## config.mk

```make
export PLATFORM = sky130hd
export DESIGN_NAME = motor_speed_pid_with_encoder_unwrap_unit
export DESIGN_NICKNAME = d
export VERILOG_FILES = /design/src/rtl/mspid_pkg.sv /design/src/rtl/mspid_ram.sv /design/src/rtl/mspid_ctrl.sv /design/src/rtl/mspid_dpath.sv /design/src/rtl/motor_speed_pid_with_encoder_unwrap_unit.sv
export SDC_FILE = /design/constraint.sdc
export NUM_CORES = 2
export LEC_CHECK = 0
export BUFFER_PORTS_ARGS = -buffer_cell sky130_fd_sc_hd__buf_4
export CAP_MARGIN = 25
export CORE_MARGIN = 3
export CORE_UTILIZATION = 65
export CTS_BUF_LIST = sky130_fd_sc_hd__clkbuf_8
export DETAILED_ROUTE_END_ITERATION = 7
export PLACE_DENSITY = 0.92
export SLEW_MARGIN = 30
export SYNTH_ARGS = -nofsm -noshare
export SYNTH_HDL_FRONTEND = slang
export SYNTH_SLANG_ARGS = --single-unit
```

## constraint.sdc

```tcl
create_clock -name clk -period 19.08 [get_ports clk]
set_clock_uncertainty 0.1 [all_clocks]
set_input_delay 3.816 -clock clk [delete_from_list [all_inputs] [get_ports clk]]
set_output_delay 3.816 -clock clk [all_outputs]
set_load 0.005 [all_outputs]
```

## src/rtl/mspid_pkg.sv

```systemverilog
`timescale 1ns / 1ps
// Shared types, codes and constants of the motor speed PID block.
package mspid_pkg;

  localparam int CHANNELS_DEF = 16;

  localparam int ACC_W = 48;
  localparam int INTEG_W = 48;
  localparam logic signed [INTEG_W-1:0] INTEG_MAX = {1'b0, {(INTEG_W-1){1'b1}}};
  localparam logic signed [INTEG_W-1:0] INTEG_MIN = {1'b1, {(INTEG_W-1){1'b0}}};

  typedef enum logic [1:0] {
    ACT_SET_TARGET = 2'd0,
    ACT_FEEDBACK   = 2'd1,
    ACT_REZERO     = 2'd2,
    ACT_IGNORE     = 2'd3
  } act_t;

  typedef enum logic [2:0] {
    REG_GAIN_P       = 3'd0,
    REG_GAIN_I       = 3'd1,
    REG_GAIN_D       = 3'd2,
    REG_CYCLE_TIME   = 3'd3,
    REG_TARGET_LIMIT = 3'd4,
    REG_DRIVE_LIMIT  = 3'd5,
    REG_ENC_COUNTS   = 3'd6
  } reg_idx_t;

  typedef enum logic [2:0] {
    OP_NONE  = 3'd0,
    OP_CYC   = 3'd1,
    OP_PTERM = 3'd2,
    OP_DTERM = 3'd3,
    OP_ILO   = 3'd4,
    OP_IHI   = 3'd5,
    OP_ISUM  = 3'd6,
    OP_IACC  = 3'd7
  } dp_op_t;

  typedef enum logic [3:0] {
    ST_IDLE,
    ST_LOAD,
    ST_CYC,
    ST_PTERM,
    ST_DTERM,
    ST_ILO,
    ST_IHI,
    ST_ISUM,
    ST_IACC,
    ST_FINISH
  } state_t;

  typedef struct packed {
    logic   accept;
    logic   capture;
    dp_op_t op;
    logic   commit;
  } cmd_t;

  typedef struct packed {
    logic feedback;
    logic out_free;
  } stat_t;

  typedef struct packed {
    logic signed [15:0]        target;
    logic signed [16:0]        prev_err;
    logic signed [INTEG_W-1:0] integ;
    logic [15:0]               last_angle;
    logic signed [39:0]        phase;
  } rec_t;

  localparam int REC_W = $bits(rec_t);

endpackage

```

## src/rtl/mspid_ram.sv

```systemverilog
`timescale 1ns / 1ps
// Generic single-port-write, single-port-read RAM with registered read.
module mspid_ram #(
  parameter int WIDTH = 8,
  parameter int DEPTH = 16,
  parameter int AW = (DEPTH > 1) ? $clog2(DEPTH) : 1
) (
  input  logic             clk,
  input  logic             we,
  input  logic [AW-1:0]    waddr,
  input  logic [WIDTH-1:0] wdata,
  input  logic             re,
  input  logic [AW-1:0]    raddr,
  output logic [WIDTH-1:0] rdata
);

  logic [WIDTH-1:0] mem [DEPTH];

  always_ff @(posedge clk) begin
    if (we) begin
      mem[waddr] <= wdata;
    end
    if (re) begin
      rdata <= mem[raddr];
    end
  end

endmodule

```

## src/rtl/mspid_ctrl.sv

```systemverilog
`timescale 1ns / 1ps
// Sequencer of the motor speed PID block: steps the datapath through one item.
module mspid_ctrl (
  input  logic               clk,
  input  logic               rst,
  input  logic               in_valid,
  output logic               in_stall,
  input  mspid_pkg::stat_t   stat,
  output mspid_pkg::cmd_t    cmd
);
  import mspid_pkg::*;

  state_t state;
  state_t state_next;

  always_ff @(posedge clk) begin
    if (rst) begin
      state <= ST_IDLE;
    end else begin
      state <= state_next;
    end
  end

  always_comb begin
    state_next  = state;
    cmd.accept  = 1'b0;
    cmd.capture = 1'b0;
    cmd.op      = OP_NONE;
    cmd.commit  = 1'b0;
    in_stall    = (state != ST_IDLE);
    unique case (state)
      ST_IDLE: begin
        if (in_valid) begin
          cmd.accept = 1'b1;
          state_next = ST_LOAD;
        end
      end
      ST_LOAD: begin
        cmd.capture = 1'b1;
        state_next  = stat.feedback ? ST_CYC : ST_FINISH;
      end
      ST_CYC: begin
        cmd.op     = OP_CYC;
        state_next = ST_PTERM;
      end
      ST_PTERM: begin
        cmd.op     = OP_PTERM;
        state_next = ST_DTERM;
      end
      ST_DTERM: begin
        cmd.op     = OP_DTERM;
        state_next = ST_ILO;
      end
      ST_ILO: begin
        cmd.op     = OP_ILO;
        state_next = ST_IHI;
      end
      ST_IHI: begin
        cmd.op     = OP_IHI;
        state_next = ST_ISUM;
      end
      ST_ISUM: begin
        cmd.op     = OP_ISUM;
        state_next = ST_IACC;
      end
      ST_IACC: begin
        cmd.op     = OP_IACC;
        state_next = ST_FINISH;
      end
      ST_FINISH: begin
        if (stat.out_free) begin
          cmd.commit = 1'b1;
          state_next = ST_IDLE;
        end
      end
      default: begin
        state_next = ST_IDLE;
      end
    endcase
  end

endmodule

```

## src/rtl/mspid_dpath.sv

```systemverilog
`timescale 1ns / 1ps
// Datapath of the motor speed PID block: config, channel state, shared multiplier, result.
module mspid_dpath #(
  parameter int CHANNELS = mspid_pkg::CHANNELS_DEF
) (
  input  logic               clk,
  input  logic               rst,
  input  mspid_pkg::cmd_t    cmd,
  output mspid_pkg::stat_t   stat,
  input  logic               cfg_wr,
  input  logic [2:0]         cfg_index,
  input  logic [15:0]        cfg_data,
  input  logic [1:0]         action,
  input  logic [3:0]         channel,
  input  logic signed [15:0] target_speed,
  input  logic [15:0]        angle,
  input  logic signed [15:0] speed,
  output logic               out_valid,
  input  logic               out_stall,
  output logic [3:0]         out_channel,
  output logic signed [15:0] drive,
  output logic signed [39:0] phase,
  output logic               drive_valid
);
  import mspid_pkg::*;

  localparam int IDX_W = (CHANNELS > 1) ? $clog2(CHANNELS) : 1;

  // configuration
  logic [15:0] gain_p, gain_i, gain_d, cycle_time, encoder_counts;
  logic [14:0] target_limit, drive_limit;

  always_ff @(posedge clk) begin
    if (rst) begin
      gain_p         <= 16'd256;
      gain_i         <= 16'd0;
      gain_d         <= 16'd0;
      cycle_time     <= 16'd66;
      target_limit   <= 15'd16384;
      drive_limit    <= 15'd16384;
      encoder_counts <= 16'd8192;
    end else if (cfg_wr) begin
      unique case (reg_idx_t'(cfg_index))
        REG_GAIN_P:       gain_p         <= cfg_data;
        REG_GAIN_I:       gain_i         <= cfg_data;
        REG_GAIN_D:       gain_d         <= cfg_data;
        REG_CYCLE_TIME:   cycle_time     <= cfg_data;
        REG_TARGET_LIMIT: target_limit   <= cfg_data[14:0];
        REG_DRIVE_LIMIT:  drive_limit    <= cfg_data[14:0];
        REG_ENC_COUNTS:   encoder_counts <= cfg_data;
        default: ;
      endcase
    end
  end

  // latched item
  logic [6:0]         ch_ext_in;
  logic [IDX_W-1:0]   idx_in;
  act_t               act_r;
  logic [3:0]         ch_r;
  logic [IDX_W-1:0]   idx_r;
  logic               present_r;
  logic signed [15:0] tspd_r;
  logic [15:0]        ang_r;
  logic signed [15:0] spd_r;

  assign ch_ext_in = {3'b000, channel};
  assign idx_in    = ch_ext_in[IDX_W-1:0];

  always_ff @(posedge clk) begin
    if (cmd.accept) begin
      act_r     <= act_t'(action);
      ch_r      <= channel;
      idx_r     <= idx_in;
      present_r <= (ch_ext_in < 7'(CHANNELS));
      tspd_r    <= target_speed;
      ang_r     <= angle;
      spd_r     <= speed;
    end
  end

  // channel record store; entries not yet written read as zero
  logic [REC_W-1:0]    ram_rdata;
  logic [REC_W-1:0]    ram_wdata;
  logic                ram_we;
  logic [CHANNELS-1:0] rec_ok;
  logic [CHANNELS-1:0] pending;
  rec_t                load_rec;

  mspid_ram #(
    .WIDTH (REC_W),
    .DEPTH (CHANNELS),
    .AW    (IDX_W)
  ) u_ram (
    .clk   (clk),
    .we    (ram_we),
    .waddr (idx_r),
    .wdata (ram_wdata),
    .re    (cmd.accept),
    .raddr (idx_in),
    .rdata (ram_rdata)
  );

  assign load_rec = rec_ok[idx_r] ? rec_t'(ram_rdata) : '0;

  // working registers
  logic signed [15:0]        target_r;
  logic signed [16:0]        prev_r;
  logic signed [INTEG_W-1:0] integ_r;
  logic [15:0]               last_r;
  logic signed [39:0]        phase_r;
  logic signed [16:0]        err_r;
  logic signed [41:0]        prod_r;
  logic signed [ACC_W-1:0]   acc_r;
  logic signed [63:0]        ip_r;

  // combinational helpers
  logic signed [16:0]        err_load;
  logic signed [17:0]        err_sum, err_diff;
  logic signed [24:0]        mul_a;
  logic signed [16:0]        mul_b;
  logic signed [41:0]        mul_p;
  logic [16:0]               d17;
  logic signed [17:0]        d18, half18, n18, dadj;
  logic signed [39:0]        phase_step;
  logic signed [INTEG_W:0]   isum;
  logic signed [INTEG_W-1:0] integ_sat;
  logic signed [63:0]        ip_bias, ip_next;
  logic signed [ACC_W-1:0]   acc_bias;
  logic signed [39:0]        quot, dlim, dclamp;
  logic signed [16:0]        t17, tlim;
  logic signed [15:0]        tnew;

  assign err_load = {load_rec.target[15], load_rec.target} - {spd_r[15], spd_r};
  assign err_sum  = {err_r[16], err_r} + {prev_r[16], prev_r};
  assign err_diff = {err_r[16], err_r} - {prev_r[16], prev_r};

  always_comb begin
    mul_a = '0;
    mul_b = '0;
    case (cmd.op)
      OP_CYC: begin
        mul_a = {{7{err_sum[17]}}, err_sum};
        mul_b = {1'b0, cycle_time};
      end
      OP_PTERM: begin
        mul_a = {{8{err_r[16]}}, err_r};
        mul_b = {1'b0, gain_p};
      end
      OP_DTERM: begin
        mul_a = {{7{err_diff[17]}}, err_diff};
        mul_b = {1'b0, gain_d};
      end
      OP_ILO: begin
        mul_a = {1'b0, integ_r[23:0]};
        mul_b = {1'b0, gain_i};
      end
      OP_IHI: begin
        mul_a = {integ_r[47], integ_r[47:24]};
        mul_b = {1'b0, gain_i};
      end
      default: ;
    endcase
  end

  assign mul_p = mul_a * mul_b;

  // encoder unwrap
  assign d17    = {1'b0, ang_r} - {1'b0, last_r};
  assign d18    = {d17[16], d17};
  assign half18 = {3'b000, encoder_counts[15:1]};
  assign n18    = {2'b00, encoder_counts};

  always_comb begin
    if (d18 < -half18) begin
      dadj = d18 + n18;
    end else if (d18 > half18) begin
      dadj = d18 - n18;
    end else begin
      dadj = d18;
    end
  end

  assign phase_step = phase_r + {{22{dadj[17]}}, dadj};

  // integral with saturation
  assign isum = {integ_r[INTEG_W-1], integ_r} + {{(INTEG_W-41){prod_r[41]}}, prod_r};
  assign integ_sat = (isum[INTEG_W] != isum[INTEG_W-1]) ?
                     (isum[INTEG_W] ? INTEG_MIN : INTEG_MAX) : isum[INTEG_W-1:0];

  // integral term: high partial shifted up, low partial, round-toward-zero bias
  assign ip_bias = (integ_r[INTEG_W-1] && (gain_i != 16'd0)) ? 64'sd131071 : 64'sd0;
  assign ip_next = {prod_r[39:0], 24'd0} + ip_r + ip_bias;

  // drive: truncate toward zero by 2^8, then clamp
  assign acc_bias = acc_r + (acc_r[ACC_W-1] ? 48'sd255 : 48'sd0);
  assign quot     = acc_bias[ACC_W-1:8];
  assign dlim     = {25'd0, drive_limit};

  always_comb begin
    if (quot > dlim) begin
      dclamp = dlim;
    end else if (quot < -dlim) begin
      dclamp = -dlim;
    end else begin
      dclamp = quot;
    end
  end

  // target clamp
  assign t17  = {tspd_r[15], tspd_r};
  assign tlim = {2'b00, target_limit};

  always_comb begin
    if (t17 > tlim) begin
      tnew = tlim[15:0];
    end else if (t17 < -tlim) begin
      tnew = 16'(-tlim);
    end else begin
      tnew = tspd_r;
    end
  end

  always_ff @(posedge clk) begin
    if (cmd.capture) begin
      target_r <= load_rec.target;
      prev_r   <= load_rec.prev_err;
      integ_r  <= load_rec.integ;
      last_r   <= load_rec.last_angle;
      phase_r  <= load_rec.phase;
      err_r    <= err_load;
    end
    case (cmd.op)
      OP_CYC: begin
        prod_r  <= mul_p;
        phase_r <= pending[idx_r] ? 40'sd0 : phase_step;
      end
      OP_PTERM: begin
        integ_r <= integ_sat;
        prod_r  <= mul_p;
      end
      OP_DTERM: begin
        acc_r  <= {{(ACC_W-42){prod_r[41]}}, prod_r};
        prod_r <= mul_p;
      end
      OP_ILO: begin
        acc_r  <= acc_r + {{(ACC_W-42){prod_r[41]}}, prod_r};
        prod_r <= mul_p;
      end
      OP_IHI: begin
        ip_r   <= {24'd0, prod_r[39:0]};
        prod_r <= mul_p;
      end
      OP_ISUM: begin
        ip_r <= ip_next;
      end
      OP_IACC: begin
        acc_r <= acc_r + {ip_r[63], ip_r[63:17]};
      end
      default: ;
    endcase
  end

  // commit
  assign ram_we = cmd.commit && present_r &&
                  ((act_r == ACT_SET_TARGET) || (act_r == ACT_FEEDBACK));
  assign ram_wdata = (act_r == ACT_SET_TARGET) ?
                     {tnew, prev_r, integ_r, last_r, phase_r} :
                     {target_r, err_r, integ_r, ang_r, phase_r};

  always_ff @(posedge clk) begin
    if (rst) begin
      rec_ok  <= '0;
      pending <= '1;
    end else if (cmd.commit && present_r) begin
      if (ram_we) begin
        rec_ok[idx_r] <= 1'b1;
      end
      if (act_r == ACT_REZERO) begin
        pending[idx_r] <= 1'b1;
      end else if (act_r == ACT_FEEDBACK) begin
        pending[idx_r] <= 1'b0;
      end
    end
  end

  always_ff @(posedge clk) begin
    if (rst) begin
      out_valid <= 1'b0;
    end else if (cmd.commit) begin
      out_valid <= 1'b1;
    end else if (!out_stall) begin
      out_valid <= 1'b0;
    end
  end

  always_ff @(posedge clk) begin
    if (cmd.commit) begin
      out_channel <= ch_r;
      phase       <= present_r ? phase_r : 40'sd0;
      if (present_r && (act_r == ACT_FEEDBACK)) begin
        drive       <= dclamp[15:0];
        drive_valid <= 1'b1;
      end else begin
        drive       <= 16'sd0;
        drive_valid <= 1'b0;
      end
    end
  end

  assign stat.feedback = present_r && (act_r == ACT_FEEDBACK);
  assign stat.out_free = !out_valid || !out_stall;

endmodule

```

## src/rtl/motor_speed_pid_with_encoder_unwrap_unit.sv

```systemverilog
`timescale 1ns / 1ps
// Top level of the multi-channel motor speed PID controller with encoder unwrap.
//
// Input beats (in_valid/in_stall) carry action, channel, target_speed, angle
// and speed. Every input beat yields one output beat (out_valid/out_stall)
// with out_channel, drive, phase and drive_valid, in input order.
// One item is in work at a time; in_stall is high while it is processed.
// A feedback beat goes from the load state through seven steps (ST_CYC to
// ST_IACC) on the single shared 25x17 multiplier and the integral adders
// to the finish state; set-target, re-zero and ignored beats go from the
// load state straight to the finish state.
// Channel state lives in one RAM (one record per channel, read-modify-write)
// with a per-channel valid flag, so reset takes effect at once with no
// clearing pass. Reset loads the default gains and limits, marks every
// channel for re-zero and empties the output register.
// When the receiver stalls, the finished result is held in the output
// register; the next beat is still accepted and processed, and only its
// write-back waits until the output register is free.
// Configuration writes (cfg_wr, cfg_index, cfg_data) take effect at once.
module motor_speed_pid_with_encoder_unwrap_unit #(
  parameter int CHANNELS = mspid_pkg::CHANNELS_DEF
) (
  input  logic               clk,
  input  logic               rst,
  input  logic               cfg_wr,
  input  logic [2:0]         cfg_index,
  input  logic [15:0]        cfg_data,
  input  logic               in_valid,
  output logic               in_stall,
  input  logic [1:0]         action,
  input  logic [3:0]         channel,
  input  logic signed [15:0] target_speed,
  input  logic [15:0]        angle,
  input  logic signed [15:0] speed,
  output logic               out_valid,
  input  logic               out_stall,
  output logic [3:0]         out_channel,
  output logic signed [15:0] drive,
  output logic signed [39:0] phase,
  output logic               drive_valid
);
  import mspid_pkg::*;

  cmd_t  cmd;
  stat_t stat;

  mspid_ctrl u_ctrl (
    .clk      (clk),
    .rst      (rst),
    .in_valid (in_valid),
    .in_stall (in_stall),
    .stat     (stat),
    .cmd      (cmd)
  );

  mspid_dpath #(
    .CHANNELS (CHANNELS)
  ) u_dpath (
    .clk          (clk),
    .rst          (rst),
    .cmd          (cmd),
    .stat         (stat),
    .cfg_wr       (cfg_wr),
    .cfg_index    (cfg_index),
    .cfg_data     (cfg_data),
    .action       (action),
    .channel      (channel),
    .target_speed (target_speed),
    .angle        (angle),
    .speed        (speed),
    .out_valid    (out_valid),
    .out_stall    (out_stall),
    .out_channel  (out_channel),
    .drive        (drive),
    .phase        (phase),
    .drive_valid  (drive_valid)
  );

endmodule
```

======== Yosys cells after proc, flatten, opt, wreduce, memory -nomap -nowiden ========
Memory sizes are Yosys's and may differ from the RTL's. A register that Yosys moved wholly into a read port is not among the register bits.
Cells that the tools add are included.
storage, ports and cells
  memory bits (writable) .................. 2192
  output and inout bits ................... 63
  logic and storage cells ................. 167
  bits of input ports ..................... 78
  memories ................................ 1
  register bits after elaboration ......... 571
cells by class
  muxes and demuxes ....................... 44
  eq/ne operators ......................... 28
  reductions and logical operators ........ 32
  multiply operators ...................... 1
  add/subtract/negate cells ............... 16
  $lt $le $gt $ge ......................... 9
  bitwise operators ....................... 5
memory list
  memory             depth  width  read ports  clocked after Yosys merged registers in  write ports  RTL line         text
  u_dpath.u_ram.mem  16     137    1           1                                        1            mspid_ram.sv:17  logic [WIDTH-1:0] mem [DEPTH];
operators by type and width
  kind                                             number
  137-bit two-way mux                              2
  48-bit two-way mux                               4
  48-bit one-hot mux with 3 select lines           1
  64-bit adder                                     2
  64-bit one-hot mux with 2 select lines           1
  25-bit one-hot mux with 5 select lines           1
  40-bit two-way mux                               3
  48-bit adder                                     2
  16-bit two-way mux                               5
  16-bit one-hot mux with 4 select lines           1
  48-bit by 42-bit adder with 49-bit output        1
  48-bit by 9-bit adder with 48-bit output         1
  25-bit by 17-bit multiplier with 42-bit output   1
  40-bit adder                                     1
  40-bit by 16-bit > comparator with 1-bit output  1
  40-bit < comparator                              1
  15-bit negation with 40-bit output               1
  4-bit one-hot mux with 10 select lines           1
  17-bit by 17-bit adder with 18-bit output        2
  18-bit two-way mux                               2
  17-bit by 17-bit subtractor with 18-bit output   2
  16-bit by 16-bit subtractor with 17-bit output   2
  16-bit bitwise OR                                2
  3-bit equality test (second input constant)      7
  other kinds (43)                                 88

======== Logic depth before layout (Yosys ltp) ========
  depth after elaboration ................. 8
  gate-level depth with buffers ........... 39
  gate-level depth less buffers ........... 38

======== Modules after synthesis ========
A second synthesis with hierarchy kept.
unflattened totals
  cell total of the unflattened synthesis .. 10099
  area total of the unflattened synthesis .. 143750.4 µm²
by module, submodules not included
  module       sequential area each (µm²)  times used  cells an instance  area an instance (µm²)
  mspid_ram    69937.1                     1           3599               86526.7
  mspid_dpath  15564.9                     1           6460               56910.8
  mspid_ctrl   80.1                        1           40                 312.8

======== Worst setup path before layout ========
OpenSTA, ideal clock, no wires.
  path type ............................... input -> register
  start point ............................. input out_stall
  end point ............................... memory u_dpath.u_ram.mem[0][0] (netlist name) (enable)
  stages on the path ...................... 6
  library setup time ...................... 0.803 ns
  setup slack ............................. 1.216 ns
  buffers on the path ..................... 0
  data arrival time ....................... 16.961 ns
  required time ........................... 18.177 ns
  cell sequence ........................... nand2_1 > nand2_1 > nor2_1 > o21ai_0 > or3_1 > nor3_1
RTL lines
  item                RTL line                                        text
  start: declaration  motor_speed_pid_with_encoder_unwrap_unit.sv:36  input logic out_stall,
  end: declaration    mspid_ram.sv:17

======== Final worst setup path ========
  start point ............................. register u_dpath.last_r[2]
  end point ............................... register u_dpath.phase_r[23], data pin
between the ends
  word-level cells in the longest chain between the ends .. 7
  elaborated cells between the ends (all ways) .. 10
  those cells by class .................... 4 x add/sub; 2 x order compare; 4 x mux
ends and longest elaborated chain
  item                                                                                                               RTL line                                text
  start: declaration                                                                                                 mspid_dpath.sv:110                      logic [15:0] last_r;
  start signal: assignment                                                                                           mspid_dpath.sv:229                      last_r <= load_rec.last_angle;
  16-bit by 16-bit subtractor with 17-bit output *                                                                   mspid_dpath.sv:169                      assign d17 = {1'b0, ang_r} - {1'b0, last_r};
  17-bit by 17-bit subtractor with 18-bit output or 17-bit by 16-bit > comparator with 1-bit output (tied branches)  mspid_dpath.sv:178, mspid_dpath.sv:177
  18-bit two-way mux                                                                                                 mspid_dpath.sv:177                      end else if (d18 > half18) begin
  18-bit two-way mux *                                                                                               mspid_dpath.sv:175                      if (d18 < -half18) begin
  40-bit adder *                                                                                                     mspid_dpath.sv:184                      assign phase_step = phase_r + {{22{dadj[17]}}, dadj};
  40-bit two-way mux *                                                                                               mspid_dpath.sv:236                      phase_r <= pending[idx_r] ? 40'sd0 : phase_step;
  40-bit two-way mux *                                                                                               mspid_dpath.sv:233                      case (cmd.op)
  end signal: assignment                                                                                             mspid_dpath.sv:230                      phase_r <= load_rec.phase;
  end signal: assignment                                                                                             mspid_dpath.sv:236
  end: declaration                                                                                                   mspid_dpath.sv:111                      logic signed [39:0] phase_r;
Every way passes the cells marked *; elsewhere a longest branch is shown, timed or not.
A chain may end at the register's enable or synchronous reset.

==> results.md <==
* Gr ovfl total at 0
* Pins Over Slew Limit at 0
* Core region area at 218,000 sq um
* Reg2Reg Setup Slack at 8.51 ns
* Clk sink count at 2,899
* Clock transition at path regs at 0.07 ns
* Fill cells at 12,400
* Cell variety after synth at 90
* Synth cell count leaders: edfxtp_1 (2,752), nand2_1 (854), inv_1 (707)
* LEAKAGE at 56.9 nW
* Hold Buf Count CTS at 0
* Number of global-route vias before repair at 95,700
* TritonCTS clock tree: yes
* Most Used Layer, Global Route: met2
* CTS max path bufs at 4
* Postcts setup bufs at 0
* Worst reg2reg endpoint: u_dpath.phase_r[23]
* Setup violators final at 0
* HPWL Detailed at 270,000 um
* Initial Util at 65.7%
* Worst slew margin at 23.5%
* Routed WL at 448,000 um
* Crit path time final at 10.57 ns
* Worst-Skew Late Latency at 1.17 ns
* Post-route ant nets at 0
* Initial antenna violation count at 34
* Number of synthesized flops with an enable pin at 2,752
* Synth warn at 0
* Met1 Usage GRT at 48.0%
* Wire length per cell at 33.6 um
* I/O pin count at 141
* CP max stage cell: a311oi_1
* Fmax at 0.0947 GHz
* Final core utilization at 71.9%
* Met2 Use GR at 60.8%
* Pwr Total at 15.8 mW
* Root buffer cell: clkbuf_8
* Max-cap violations at 0
* Die height at 476 um
* IR drop worst, VDD at 0.105 mV
* Cell Rows at 171
* Origin of the critical flop-to-flop path: u_dpath.last_r[2]
* Hold_sp: u_dpath.gain_d[3]
* Critical path startpoint category: register
* Power density over cell area at 101 nW/um^2
* Setup_tns at 0 ns
* Failing checks: design-rule violations
* CTS buffer count at 442
* Endpoint class of the critical path: register
* Asr flop ratio synth at 0%
* Synthesized instance count at 9,746
* First-pass GRT wire length at 637,000 um
* Fin. Hold Viols at 0
* Max FO, Critical Path at 21
* Gates resized, CTS repair at 0
* Top_reg_cell synth: edfxtp_1
* Syn avg cell area at 14.7 sq um
* Top post-synthesis cells by area: edfxtp_1 (58%), mux4_2 (10%), fa_1 (5.6%), ha_1 (4.6%), nand2_1 (2.2%)
* Mapped cell area at 143,000 sq um
* Arr. time, crit path at 11.37 ns
* Number of H-tree levels at 5
* GPL Wtd Cong at 1.01
* Max incr delay on CP at 0.80 ns
* Cell taking the most area after synthesis: edfxtp_1
* Seq/Total Area, Yosys at 59.7%
* Status: complete, but fails checks
* Syn nets at 10,700
* Hold Crit Class: reg2reg
* Min-Delay Endpoint: u_dpath.gain_d[3]
* GR Util met3 at 11.0%
* Vias/cell at 7.25
* Slew @ Worst Pin at 1.14 ns
* WP data required at 19.89 ns
* Layout Nets at 11,100
* Die width at 476 um
* Placed cell count at 12,500
* TritonRoute pass-1 iters at 8
* Reg2reg path depth at 31
* Hold path depth at 2
* # DRC at 174
* Fin crit share at 55.4%
* Pin count of the biggest net entering global routing at 156
* All-Layer GR Usage at 38.9%
* Top-count cell post-synth: edfxtp_1
* DRT iter0 DRCs at 16,500
* Vias at 96,500
* IO Port Bufs at 140
* Share of the synthesized area in the top cell type at 57.6%
* Unrepaired setup endpoints after global routing: no
* Die area at 226,000 sq um
* Area growth syn-to-layout at 9.41%
* Layout cells sized above 1 at 16.6%
* CP dominant cell by count: a21oi_1
* Synth Register Bits at 2,899
* Critical path type: reg2reg
* Non-filler cells, final at 13,300
* CP startpoint: u_dpath.last_r[2]
## where the power goes
group | internal [mW] | total (mW) | switching, mW
clock network | 2.62 | 5.17 | 2.55
registers | 7.34 | 7.65 | 0.307
logic | 1.03 | 2.97 | 1.94
## worst max-delay path, delay by kind of cell, from the launching register on
| kind | cells | cell delay [ns] |
|---|---|---|
| AO/OA/AOI/OAI | 19 | 5.95 |
| AND/OR/NAND/NOR | 6 | 2.05 |
| adder cells (fa/ha/maj) | 3 | 1.03 |
| XOR/XNOR | 2 | 0.57 |
| flip-flops | 1 | 0.45 |
| buffers and inverters | 1 | 0.09 |
## cells by family after synthesis
family	count (synthesis)	synth area share, %
adders and majority gates	924	10.2
DFF	2899	59.7
and+or+nand+nor	2099	6.76
buffers and inverters	1116	2.93
muxes	802	11.5
xor gates and xnor gates	308	1.88
AOI/OAI and AO/OA	1598	7.13
## final cells by class
cell class	count	area, sq um	area share [%]
Tap cell	2854	3570	2.28
Sequential cell	2899	85600	54.5
Multi-Input combinational cell	5731	54000	34.4
Clock inverter	328	2050	1.30
Inverter	707	2650	1.69
Clock buffer	471	6480	4.13
Timing Repair Buffer	304	2590	1.65
Antenna cell	18	45.0	0.0287
## flip-flops by register name (all words and copies together), names as in the netlist, 40 cells and up, named ones only
name,count
u_dpath.acc_r,48
u_dpath.phase,40
u_dpath.prod_r,42
u_dpath.ip_r,64
u_dpath.integ_r,48
u_dpath.u_ram.rdata,137
u_dpath.u_ram.mem,2192
u_dpath.phase_r,40
## cells in the final DEF, fill, tap and decap left out, types with 75 or more instances in the layout
cell type	n
nand2b_1	75
dfxtp_1	147
nand3_1	96
clkinv_1	91
o21ai_0	305
fa_1	401
mux2_2	82
clkbuf_8	472
and2_1	111
xor2_1	95
a21o_1	176
nand2_1	854
xnor2_1	212
nor3_1	89
edfxtp_1	2752
nor2b_1	106
buf_4	271
a21oi_1	534
ha_1	522
mux4_2	664
inv_1	840
nor2_1	461
## per-stage QoR
step | setup WS, ns | cell area (sq um) | hold slack (ns)
after floorplan | 1.22 | 143000 | 0.324
after global placement | 9.33 | 148000 | 0.342
after detailed placement | 9.09 | 148000 | 0.347
after CTS | 8.97 | 157000 | 0.354
after global routing | 8.29 | 157000 | 0.366
final | 8.51 | 157000 | 0.356
## worst max-delay path by stage
stage,to,slack (ns),depth (start not counted)
finish,u_dpath.phase_r[23],8.51,31
global route,u_dpath.prod_r[41],8.29,34
CTS,u_dpath.phase_r[39],8.97,31
detailed placement,u_dpath.prod_r[41],9.09,34
global placement,u_dpath.prod_r[41],9.33,34
floorplan,u_dpath.u_ram.mem[0][0],1.22,6
## metal layers
metal | share of wire [%] | up-vias
met5 | 0.039 | -
met4 | 8.2 | 26
met3 | 14 | 2299
met2 | 46 | 9714
met1 | 31 | 46800
li1 | - | 37600
Power figures use the tool's default switching activity.
